$ cat src/rtl/wf3_pkg.sv
// ----------------------------------------------------------------------------
// wf3_pkg: shared types and constants of the 3x3 window filter
// Pixel width, window column type, line store word and kernel codes.
// ----------------------------------------------------------------------------
package wf3_pkg;

    localparam int IMG_WIDTH_DEF  = 256;
    localparam int IMG_HEIGHT_DEF = 256;

    localparam int PIX_W   = 8;
    localparam int SUM_W   = 12;    // nine 8-bit pixels
    localparam int SIDE_W  = 10;    // three 8-bit pixels
    localparam int RECIP_W = 13;

    // floor(x / 9) == (x * BOX_RECIP) >> BOX_SHIFT for x up to 9 * 255
    localparam logic [RECIP_W-1:0] BOX_RECIP = 13'd7282;
    localparam int                 BOX_SHIFT = 16;

    localparam logic [PIX_W-1:0] PIX_MAX = 8'd255;

    // kernel select codes
    localparam logic KSEL_BOX     = 1'b0;
    localparam logic KSEL_PREWITT = 1'b1;

    // one window column, top to bottom
    typedef struct packed {
        logic [PIX_W-1:0] top;
        logic [PIX_W-1:0] mid;
        logic [PIX_W-1:0] bot;
    } col_t;

    // one line store word: row r-1 in mid, row r-2 in up
    typedef struct packed {
        logic [PIX_W-1:0] mid;
        logic [PIX_W-1:0] up;
    } line_t;

    localparam int LINE_W = 2 * PIX_W;

endpackage

$ cat src/rtl/wf3_kernel.sv
// ----------------------------------------------------------------------------
// wf3_kernel: box mean and horizontal Prewitt datapath
// First stage sums the window and the gradient magnitude, second stage
// divides the box sum by nine and selects the result.
// ----------------------------------------------------------------------------
module wf3_kernel (
    input  logic                        aclk,
    input  logic                        en,
    input  logic                        kernel_select,
    input  wf3_pkg::col_t               left_col,
    input  wf3_pkg::col_t               centre_col,
    input  wf3_pkg::col_t               right_col,
    output logic [wf3_pkg::PIX_W-1:0]   value
);

    logic [wf3_pkg::SIDE_W-1:0]  left_sum;
    logic [wf3_pkg::SIDE_W-1:0]  right_sum;
    logic [wf3_pkg::SIDE_W-1:0]  centre_sum;
    logic [wf3_pkg::SIDE_W-1:0]  diff;
    logic [wf3_pkg::SUM_W-1:0]   box_sum;
    logic [wf3_pkg::PIX_W-1:0]   mag_sat;

    logic [wf3_pkg::SUM_W-1:0]   sum_reg;
    logic [wf3_pkg::PIX_W-1:0]   mag_reg;
    logic                        sel_reg;

    logic [wf3_pkg::SUM_W+wf3_pkg::RECIP_W-1:0] prod;
    logic [wf3_pkg::PIX_W-1:0]   mean;
    logic [wf3_pkg::PIX_W-1:0]   value_reg;
    logic [wf3_pkg::PIX_W-1:0]   value_next;

    // column sums
    assign left_sum   = wf3_pkg::SIDE_W'(left_col.top) + wf3_pkg::SIDE_W'(left_col.mid)
                      + wf3_pkg::SIDE_W'(left_col.bot);
    assign right_sum  = wf3_pkg::SIDE_W'(right_col.top) + wf3_pkg::SIDE_W'(right_col.mid)
                      + wf3_pkg::SIDE_W'(right_col.bot);
    assign centre_sum = wf3_pkg::SIDE_W'(centre_col.top) + wf3_pkg::SIDE_W'(centre_col.mid)
                      + wf3_pkg::SIDE_W'(centre_col.bot);
    assign box_sum    = wf3_pkg::SUM_W'(left_sum) + wf3_pkg::SUM_W'(right_sum)
                      + wf3_pkg::SUM_W'(centre_sum);

    // absolute gradient, saturated to a pixel
    assign diff    = (right_sum >= left_sum) ? (right_sum - left_sum) : (left_sum - right_sum);
    assign mag_sat = (diff > wf3_pkg::SIDE_W'(wf3_pkg::PIX_MAX)) ? wf3_pkg::PIX_MAX
                                                                 : diff[wf3_pkg::PIX_W-1:0];

    always_ff @(posedge aclk) begin
        if (en) begin
            sum_reg <= box_sum;
            mag_reg <= mag_sat;
            sel_reg <= kernel_select;
        end
    end

    // divide by nine through the reciprocal
    assign prod = (wf3_pkg::SUM_W+wf3_pkg::RECIP_W)'(sum_reg)
                * (wf3_pkg::SUM_W+wf3_pkg::RECIP_W)'(wf3_pkg::BOX_RECIP);
    assign mean = prod[wf3_pkg::BOX_SHIFT +: wf3_pkg::PIX_W];

    always_comb begin
        case (sel_reg)
            wf3_pkg::KSEL_PREWITT: value_next = mag_reg;
            default:               value_next = mean;
        endcase
    end

    always_ff @(posedge aclk) begin
        if (en) begin
            value_reg <= value_next;
        end
    end

    assign value = value_reg;

endmodule

$ cat config.mk
export PLATFORM = sky130hd
export DESIGN_NAME = wf3_kernel
export DESIGN_NICKNAME = d
export VERILOG_FILES = /design/src/rtl/wf3_pkg.sv /design/src/rtl/wf3_kernel.sv
export SDC_FILE = /design/constraint.sdc
export NUM_CORES = 1
export LEC_CHECK = 0
export BUFFER_PORTS_ARGS = -buffer_cell sky130_fd_sc_hd__clkbuf_2
export CAP_MARGIN = 20
export CORE_ASPECT_RATIO = 0.6
export CORE_MARGIN = 5
export CORE_UTILIZATION = 60
export DETAILED_ROUTE_END_ITERATION = 7
export PLACE_DENSITY = 0.83
export REMOVE_ABC_BUFFERS = 1
export SKIP_CTS_REPAIR_TIMING = 1
export SYNTH_ARGS = -nofsm -noshare
export SYNTH_HDL_FRONTEND = slang
export SYNTH_SLANG_ARGS = --single-unit
$ cat constraint.sdc
create_clock -name aclk -period 6.2 [get_ports aclk]
set_input_delay 1.24 -clock aclk [delete_from_list [all_inputs] [get_ports aclk]]
set_output_delay 1.24 -clock aclk [all_outputs]
set_load 0.05 [all_outputs]
==> metrics.md <==
| Metric | Value |
|---|---|
| Unrepaired setup endpoints after global routing | `false` |
| Max FFs per register | `12` |
| Register area share after synthesis | `about 14%` |
| Layout Nets | `978` |
| Residual DRC count | `0` |
| DIE HEIGHT | `slightly below 90 um` |
| Most used cell, CP | `inv_1` |
| Final ANT Viol Nets | `0` |
| Final Hold Fails | `0` |
| First-pass GRT wire length | `between 20 and 25 mm` |
| CP Launch Type | `register` |
| R2r setup slk | `roughly 490 ps` |
| Slowest stage cell, crit path | `fa_1` |
| HPWL after detailed placement | `~13 mm` |
| Htree depth | `2` |
| Gate count of the mapped netlist | `roughly 630` |
| Largest net degree at the start of global routing | `30` |
| Largest fanout on the critical path | `3` |
| Setup violations, final | `0` |
| Critical-path cell list | `inv_1 > fa_1 > inv_1 > ha_1 > inv_1 > fa_1 > inv_1 > fa_1 > inv_1 > fa_1 > inv_1 > ha_1 > a21o_1 > a221o_1 > a21oi_2 > a311oi_1 > a2111o_1 > o31ai_2 > xnor2_1 > mux2_2` |
| Total Neg Setup Slack | `0 ps` |
| Data required time of the worst path | `~6200 ps` |
| Top cells by area, synth | `ha_1 (24%), fa_1 (23%), edfxtp_1 (14%)` |
| Ys async rst share | `0%` |
| Worst setup EP type | `register` |
| GRT overflow | `0` |
| Post-synth EDFFs | `29` |
| Initial core utilization | `around three fifths` |
| Bufs and invs on worst path | `6` |
| Area Overhead vs Synth | `11.8%` |
| Worst Min Path Start | `mag_reg[3]` |
| Netlist cell types | `63` |
| Drt wl/cell | `around 17 um` |
| Starting DRT DRC Count | `380` |
| Clock-pin slew on the worst setup and hold paths | `~60 ps` |
| Setup CP Type | `register to register` |
| CTS tree | `done` |
| # IOs | `between 80 and 90` |
| CTS buffer count | `5` |
| Hold path cells | `2` |
| Clk buf depth | `2` |
| Synth Area per Inst | `9.62 um2` |
| Cell taking the most area after synthesis | `ha_1` |
| Clock Latency Late Sink | `roughly 280 ps` |
| Hold EP | `value[3]` |
| Share of the synthesized area in the top cell type | `24.2%` |
| Total die area | `12300 um2` |
| Final hold slack | `540 ps` |
| Final Slew Violations | `0` |
| Core area | `about 9800 um2` |
| Synth Warn # | `0` |
| Die X | `140 um` |
| R2r worst-path depth | `20` |
| Drt first pass iters | `5` |
| FF+latch count, synth | `29` |
| Number of global-route vias before repair | `between 5k and 6k` |
| Max incr delay on CP | `~530 ps` |
| Family with the most delay on the worst path | `adder cells` |
| Tcrit/Tclk final | `between 90 and 100%` |
| Skew final | `~5.9 ps` |
| Post-Syn Area | `between 6000 and 7000 um2` |
| Worst Path Arrival | `about 5800 ps` |
| Share of layout cells above drive strength 1 | `15.6%` |
| MaxCap Viol Count | `0` |
| I/O Buffers | `82` |
| Root buffer cell | `clkbuf_16` |
| FF-to-FF End | `value[7]` |
| Clock sinks | `29` |
| Worst Tran Pin Value | `757 ps` |
| Reg2reg start | `sum_reg[1]` |
| Dominant synthesized flop cell | `edfxtp_1` |
| Rel. slew slack | `about half` |
| FP Rows | `28` |
| Via Count | `just under 5k` |
| Gpl congestion | `slightly above 0.9` |
| Max Fclk | `approximately 180 MHz` |
| Total Routing Usage GR | `approximately a quarter` |
| Antenna violations before repair | `0` |
| Final wirelength | `14.7 mm` |
| # diodes | `0` |
| Period minus WS final | `around 5700 ps` |
| Outcome | `completed` |
| Min-Delay Path Class | `register to register` |
| Vias per Instance | `around 5.7` |
[final cells by class]
type	instances	area, um2
timing repair buffer	84	425
fill	794	3080
clock inverter	3	17.5
multi-input combinational	445	4600
clock buffer	5	125
tap	135	169
inverter	150	563
sequential	29	871
[per-stage QoR]
| step | cells | setup WS (ps) | util (%) | instance area (um2) |
|---|---|---|---|---|
| floorplan | 624 | 728 | - | 6030 |
| global placement | 843 | 422 | 67.3 | 6630 |
| detailed placement | 843 | 246 | 67.3 | 6630 |
| CTS | 851 | 489 | 68.7 | 6770 |
| global route | 851 | 115 | 68.7 | 6770 |
| finish | 851 | 488 | 68.7 | 6770 |
[placed cells by master (no fill, tap or decap), types with 12 or more instances in the layout]
cell type / Yosys / final
o21ai_0: 22 / 22
a21o_1: 12 / 12
nor2_1: 35 / 35
clkbuf_2: 0 / 82
fa_1: 71 / 71
xnor2_1: 19 / 19
edfxtp_1: 29 / 29
nand2_1: 23 / 23
inv_1: 150 / 150
ha_1: 117 / 117
a21oi_1: 23 / 23
[worst reg2reg max path: cells and delay by family (launching register included)]
kind / cells / cell delay, ps
xor+xnor: 1 / 100
flops: 1 / 480
fa+ha+maj: 6 / 2660
compound gates: 6 / 1570
mux: 1 / 260
buf+inv: 6 / 410
[cells in the mapped netlist, types with 3 or more instances]
cell type and instances:
a21boi_0 3, a211oi_2 4, nand4_1 5, a21oi_1 23
nor3_1 10, o211ai_1 3, ha_1 117, o31ai_1 3
inv_1 150, nor2_1 35, mux2i_1 4, nand2b_1 6
xor2_1 9, nand3_1 9, nor2b_1 6, a21o_1 12
clkbuf_1 4, edfxtp_1 29, o21ai_1 4, o21ai_0 22
a211oi_1 3, nand2_1 23, xnor2_1 19, a31oi_1 3
fa_1 71, or3_1 3, o21a_1 5
[layer usage]
metal | track usage [%] | up-vias | wire (um)
met4 | 3.78 | 0 | 165
li1 | - | 2273 | -
met2 | 43.6 | 197 | 6790
met3 | 5.56 | 22 | 1280
met1 | 34.0 | 2370 | 6510
met5 | 0 | - | 0
[kinds of logic (layout without fill, tap and decap cells)]
group,after synthesis,after routing,share of synthesized area (%)
mux,6,6,1.03
simple gates,110,110,9.14
fa+ha+maj,188,188,47.7
flops,29,29,14.4
buf+inv,155,242,9.64
xor+xnor,29,29,4.32
compound gates,112,112,13.8
[worst max path at each step]
stage / slack, ps / endpoint / startpoint / depth (start not counted)
final: 490 / value[7] / sum_reg[1] / 20
after global routing: 110 / sum_reg[11] / left_col[1] / 21
after CTS: 490 / value[7] / sum_reg[1] / 20
after detailed placement: 250 / sum_reg[11] / left_col[1] / 21
after global placement: 420 / sum_reg[11] / left_col[1] / 21
after floorplan: 730 / sum_reg[11] / left_col[1] / 20
Power is not shown: default switching activity piles up to over one toggle a cycle in this logic, so the estimate is an artifact.
