File: src/rtl/wf3_pkg.sv
// ----------------------------------------------------------------------------
// wf3_pkg: shared types and constants of the 3x3 window filter
// Pixel width, window column type, line store word and kernel codes.
// ----------------------------------------------------------------------------
package wf3_pkg;

    localparam int IMG_WIDTH_DEF  = 256;
    localparam int IMG_HEIGHT_DEF = 256;

    localparam int PIX_W   = 8;
    localparam int SUM_W   = 12;    // nine 8-bit pixels
    localparam int SIDE_W  = 10;    // three 8-bit pixels
    localparam int RECIP_W = 13;

    // floor(x / 9) == (x * BOX_RECIP) >> BOX_SHIFT for x up to 9 * 255
    localparam logic [RECIP_W-1:0] BOX_RECIP = 13'd7282;
    localparam int                 BOX_SHIFT = 16;

    localparam logic [PIX_W-1:0] PIX_MAX = 8'd255;

    // kernel select codes
    localparam logic KSEL_BOX     = 1'b0;
    localparam logic KSEL_PREWITT = 1'b1;

    // one window column, top to bottom
    typedef struct packed {
        logic [PIX_W-1:0] top;
        logic [PIX_W-1:0] mid;
        logic [PIX_W-1:0] bot;
    } col_t;

    // one line store word: row r-1 in mid, row r-2 in up
    typedef struct packed {
        logic [PIX_W-1:0] mid;
        logic [PIX_W-1:0] up;
    } line_t;

    localparam int LINE_W = 2 * PIX_W;

endpackage

File: src/rtl/wf3_cell.sv
// ----------------------------------------------------------------------------
// wf3_cell: one window column
// Holds three vertically stacked pixels and takes its neighbor's column
// on every shift.
// ----------------------------------------------------------------------------
module wf3_cell (
    input  logic          aclk,
    input  logic          aresetn,
    input  logic          shift_en,
    input  wf3_pkg::col_t col_in,
    output wf3_pkg::col_t col_out
);

    wf3_pkg::col_t col_reg;

    // load the neighbor's column
    always_ff @(posedge aclk) begin
        if (!aresetn) begin
            col_reg <= '0;
        end else if (shift_en) begin
            col_reg <= col_in;
        end
    end

    assign col_out = col_reg;

endmodule

File: config.mk
export PLATFORM = sky130hd
export DESIGN_NAME = wf3_cell
export DESIGN_NICKNAME = d
export VERILOG_FILES = /design/src/rtl/wf3_pkg.sv /design/src/rtl/wf3_cell.sv
export SDC_FILE = /design/constraint.sdc
export NUM_CORES = 1
export LEC_CHECK = 0
export BUFFER_PORTS_ARGS = -buffer_cell sky130_fd_sc_hd__buf_2
export CAP_MARGIN = 20
export CORE_UTILIZATION = 46
export CTS_CLUSTER_DIAMETER = 100
export DETAILED_ROUTE_END_ITERATION = 8
export HOLD_SLACK_MARGIN = 0.1
export PLACE_DENSITY_LB_ADDON = 0.2
export SLEW_MARGIN = 0
export SYNTH_ARGS = -nofsm -noshare
export SYNTH_HDL_FRONTEND = slang
export SYNTH_SLANG_ARGS = --single-unit
export TNS_END_PERCENT = 10
File: constraint.sdc
create_clock -name aclk -period 1.6 [get_ports aclk]
set_input_delay 0.08 -clock aclk [delete_from_list [all_inputs] [get_ports aclk]]
set_output_delay 0.08 -clock aclk [all_outputs]
set_load 0.05 [all_outputs]
==> results of run 1 <==
-- kinds of logic (layout without fill, tap and decap cells) --
kind of cell,Yosys count,in the layout,share of synthesized area [%]
buf+inv,5,79,6.33
flops,24,24,51.7
mux,24,24,25.8
simple gates,24,24,16.2
-- routing by layer --
| metal | up-vias | global-route usage (%) |
|---|---|---|
| met4 | 0 | 12.0 |
| met2 | 27 | 33.6 |
| met3 | 4 | 3.85 |
| met5 | - | 0 |
| met1 | 346 | 23.2 |
| li1 | 401 | - |
-- where the power goes --
part           switching (W)  total [W]  internal [W]
Clock               0.000172   0.000311      0.000139
Combinational       0.000196   0.000328      0.000132
Sequential         0.0000175   0.000651      0.000633
Total               0.000385    0.00129      0.000905
-- worst min path at each step --
stage,from,to,slack [ns],cells after the start
detailed placement,col_in[17],col_out[17],0.34,3
CTS,aresetn,col_out[5],0.17,2
global route,aresetn,col_out[10],0.18,2
global placement,col_in[0],col_out[0],0.34,3
floorplan,aresetn,col_out[15],0.21,1
finish,aresetn,col_out[22],0.18,2
-- stage by stage --
stage          setup slack, ns  instances  instance area (µm²)
5_1_grt                  0.511        176                 1450
4_1_cts                  0.567        176                 1450
2_1_floorplan            0.697         77                  930
3_5_place_dp             0.606        148                 1170
3_3_place_gp             0.627        148                 1170
6_report                 0.556        176                 1450
-- final cells by class --
type | instances | area [µm²] | share of cell area, %
flip-flops and latches | 24 | 480 | 33.2
multi-input cells | 48 | 390 | 26.9
clock buffers | 4 | 36.3 | 2.50
well taps | 25 | 31.3 | 2.16
repair buffers | 75 | 510 | 35.2
-- layout by cell type (no fill, tap or decap) --
master	Yosys	routed
buf_2	0	50
mux2i_1	24	24
buf_12	2	1
clkbuf_8	0	1
clkbuf_4	0	3
dfxtp_1	24	24
nor2b_1	24	24
dlygate4sd3_1	0	24
-- cells in the mapped netlist --
master	number
buf_12	2
buf_6	1
clkbuf_1	2
dfxtp_1	24
mux2i_1	24
nor2b_1	24
-- repair_timing --
item                       in CTS  in global routing
hold endpoints to repair       24                  0
hold buffers                   24                  0
setup endpoints to repair       0                  0
==> flow_metrics.tcl, run 1 <==
set metrics [dict create \
    status "complete, no violations" \
    critical_path_required_ns 1.52 \
    setup_viol 0 \
    worst-path-stages 1 \
    htreeDepth 1 \
    largest_reg_flops 24 \
    drtIter0Drc 5 \
    ys_types 6 \
    p_per_area_nw_per_um2 890 \
    power_w 0.00129 \
    grt-ovfl-total 0 \
    worst_slew_pin_slew_ns 0.373 \
    drt-vias-per-instance 4.42 \
    grtUsageTotal_pct 19.9 \
    crit_arrival_ns 0.96 \
    met3_length_um 89 \
    crit_path_end_kind "output port" \
    synth_top_area_cell "dfxtp_1" \
    numCtsBuffers 3 \
    yosysTopAreaCellShare_pct 51.7 \
    grt_max_degree 25 \
    worst-path-max-fanout 2 \
    critPathTopFamily "flip-flops" \
    hp-class "in -> reg" \
    post-dp-hpwl_um 1150 \
    route.met2.wl_um 1080 \
    via_count 778 \
    wl_met1_um 885 \
    cts_resized 0 \
    ys_top_cells_by_area "dfxtp_1 52%, mux2i_1 26%, nor2b_1 16%, buf_12 4.3%, buf_6 1.2%" \
    maxSlewHeadroom_pct 75.2 \
    startpoint "col_out[16]" \
    clock-sinks 24 \
    path_cells "buf_2" \
    fp-row-count 15 \
    finClkSkew_ns 0 \
    finalNetCount 179 \
    r2r_start "col_out[16]" \
    post_cts_buffers 0 \
    cp-endpoint "col_out[16]" \
    syn_to_final_growth_pct 55.9 \
    clk_pin_slew_worst_paths_ns 0.13 \
    layout_min_cycle_time_ns 1.04 \
    fin_crit_sh_pct 65.3 \
    num-fill-cells 139 \
    ir_drop_uv 758 \
    highest_layer "met4" \
    rsz0062_at_grt "no" \
    clk_latency_ns 0.30 \
    antenna_found_initial 0 \
    grt_pass1_wl_um 2970 \
    cts_tree "built" \
    ys_seq_area_share_pct 51.7 \
    hold_viol 0 \
    drive_gt1_share_pct 36.4 \
    drcViolationCount 0 \
    whs_ns 0.179 \
    slew_violations 0 \
    core-area_um2 1800 \
    first_pass_iters 2 \
    drv_cap 0 \
    ys_warn_count 0 \
    die-width_um 47.0 \
    cts_buffer_depth 2 \
    cellLeakagePower_nw 0.735 \
    syn_area_um2 930 \
    gp_congestion 0.628 \
    crit_path_start_kind "flip-flop" \
    synth_seq_cells 24 \
    io_pins 51 \
    reg2reg_to "col_out[16]" \
    initial_utilization_pct 51.6 \
    ant_nets 0 \
    io_buffers 50 \
    rrSetupSlack_ns 0.90 \
    ff2ff_path_depth 2 \
    cts_root_buffer "clkbuf_4" \
    drt_wl_total_um 2090 \
    final_util_pct 80.4 \
    grt_pass1_vias 687 \
    fmaxAchievable_mhz 957 \
    wire_per_inst_um 11.9 \
    slowest_stage "dfxtp_1" \
    synth_fp_nets 104 \
    num_antenna_cells 0 \
    max_stage_delay_ns 0.38 \
    syn_avg_cell_area_um2 12.1 \
    dieHeight_um 47.0 \
    dieArea_um2 2200 \
    syn_inst 77 \
    path_class "reg -> out" \
    critPathBufInv 1 \
    tns_ns 0 \
]
No activity file was read; power rests on OpenSTA's default activity.
==> run 2, diff against run 1 <==
--- a/config.mk
+++ b/config.mk
@@ -7,7 +7,7 @@
 export LEC_CHECK = 0
 export BUFFER_PORTS_ARGS = -buffer_cell sky130_fd_sc_hd__buf_2
 export CAP_MARGIN = 20
-export CORE_UTILIZATION = 46
+export CORE_UTILIZATION = 42
 export CTS_CLUSTER_DIAMETER = 100
 export DETAILED_ROUTE_END_ITERATION = 8
 export HOLD_SLACK_MARGIN = 0.1
==> constraint.sdc (replaced) <==
create_clock -name aclk -period 1.09 [get_ports aclk]
set_input_delay 0.0545 -clock aclk [delete_from_list [all_inputs] [get_ports aclk]]
set_output_delay 0.0545 -clock aclk [all_outputs]
set_load 0.05 [all_outputs]
==> run 2 against run 1 <==
  * Cell count up 1.1%
  * Worst setup slack worse by 0.44 ns
  * Via count down 1.0%
  * Non-clock buffer count unchanged
  * Clock skew unchanged
  * Register-to-register slack worse by 0.45 ns
  * Hold slack worse by 0.016 ns
==> flow_metrics.tcl, run 2 (synthesis gave the netlist of run 1 again) <==
set metrics [dict create \
    fin_crit_sh_pct 89.3 \
    dp_slack_ns 0.312 \
    dieHeight_um 49.0 \
    drv_cap 0 \
    grtUsageTotal_pct 17.3 \
    grt-ovfl-total 0 \
    maxSlewHeadroom_pct 78.6 \
    critPathBufInv 1 \
    hp-class "in -> reg" \
    final_common_cell "buf_2" \
    gp_congestion 0.642 \
    drtIter0Drc 3 \
    cts_root_buffer "clkbuf_4" \
    critPathTopFamily "flip-flops" \
    via_count 770 \
    cts_tree "built" \
    htreeDepth 1 \
    grt_pass1_wl_um 3210 \
    crit_path_end_kind "output port" \
    cellLeakagePower_nw 0.735 \
    tns_ns 0 \
    io_buffers 50 \
    min_path_cells 2 \
    grt_pass1_vias 747 \
    critical_path_required_ns 1.04 \
    crit_arrival_ns 0.92 \
    clock-sinks 24 \
    slew_violations 0 \
    path_class "reg -> out" \
    p_per_area_nw_per_um2 1300 \
    slowest_stage "dfxtp_1" \
    drt-vias-per-instance 4.33 \
    drt_wl_total_um 1950 \
    max_stage_delay_ns 0.36 \
    finClkSkew_ns 0 \
    final_cell_mix "50 x buf_2, 24 x mux2i_1, 24 x nor2b_1, 24 x dfxtp_1, 24 x dlygate4sd3_1" \
    numCtsBuffers 3 \
    syn_to_final_growth_pct 56.1 \
    drive_gt1_share_pct 36.4 \
    first_pass_iters 4 \
    grt_max_degree 25 \
    fin_ws_ns 0.117 \
    fmaxAchievable_mhz 1030 \
    setup_viol 0 \
    wire_per_inst_um 10.9 \
    largest_reg_flops 24 \
    layout_min_cycle_time_ns 0.973 \
    dieArea_um2 2410 \
    path_cells "buf_2" \
    antenna_found_initial 0 \
    finalNetCount 179 \
    worst-path-max-fanout 2 \
    worst_slew_pin_slew_ns 0.321 \
    clk_latency_ns 0.30 \
    worst-path-stages 1 \
    io_pins 51 \
    whs_ns 0.163 \
    dp.cells 150 \
    drcViolationCount 0 \
    rsz0062_at_grt "no" \
    status "complete, no violations" \
    ant_nets 0 \
    ir_drop_uv 865 \
    detailed_place.area_um2 1170 \
    core-area_um2 2020 \
    crit_path_start_kind "flip-flop" \
    post-dp-hpwl_um 1180 \
    stdcell_area_um2 1450 \
    post_cts_buffers 0 \
    fp-row-count 16 \
    hold_viol 0 \
    clk_pin_slew_worst_paths_ns 0.12 \
    cts_buffer_depth 2 \
    ff2ff_path_depth 2 \
    fin_cells 178 \
    num_antenna_cells 0 \
    die-width_um 49.0 \
    initial_utilization_pct 46.0 \
]
## run 2: cell counts in the layout (fill, tap and decap cells not counted)
No cell type changed its count.
## run 2: what timing repair did
item / 4_1_cts / 5_1_grt
endpoints found under the setup margin: 0 / 0
hold endpoints to repair: 24 / 0
hold buffers: 24 / 0
gates resized for setup: 0 / 0
## run 2: stage by stage
stage,util [%],power [W]
3_3_place_gp,58.1,0.00138
2_1_floorplan,-,0.00129
5_1_grt,71.8,0.00197
6_report,71.8,0.00188
3_5_place_dp,58.1,0.00139
4_1_cts,71.8,0.00189
## run 2: report_power, final
part / internal [W] / switching, W
Clock: 0.000203 / 0.000246
Sequential: 0.000930 / 0.0000232
Combinational: 0.000194 / 0.000285
## run 2: path summary, 6_finish.rpt
path                     from           to  slack, ns
setup / recovery  col_out[12]  col_out[12]       0.12
hold / removal        aresetn  col_out[23]       0.16
setup reg to reg  col_out[14]  col_out[14]       0.45
hold reg to reg    col_out[8]   col_out[8]       0.53
## run 2: cell type report
cell class	count	area (µm²)
fill	176	571
timing repair buffer	75	510
sequential	24	480
multi-input combinational	48	390
clock buffer	4	36.3
tap	27	33.8
## run 2: routing by layer
metal  track usage, %  vias to the layer above  share of wire [%]
met1             18.4                      346                 41
met2             33.8                       25                 55
li1                 -                      399                  -
met3             4.05                        0                4.4
met5                0                        -                  0
met4             4.41                        0                  0
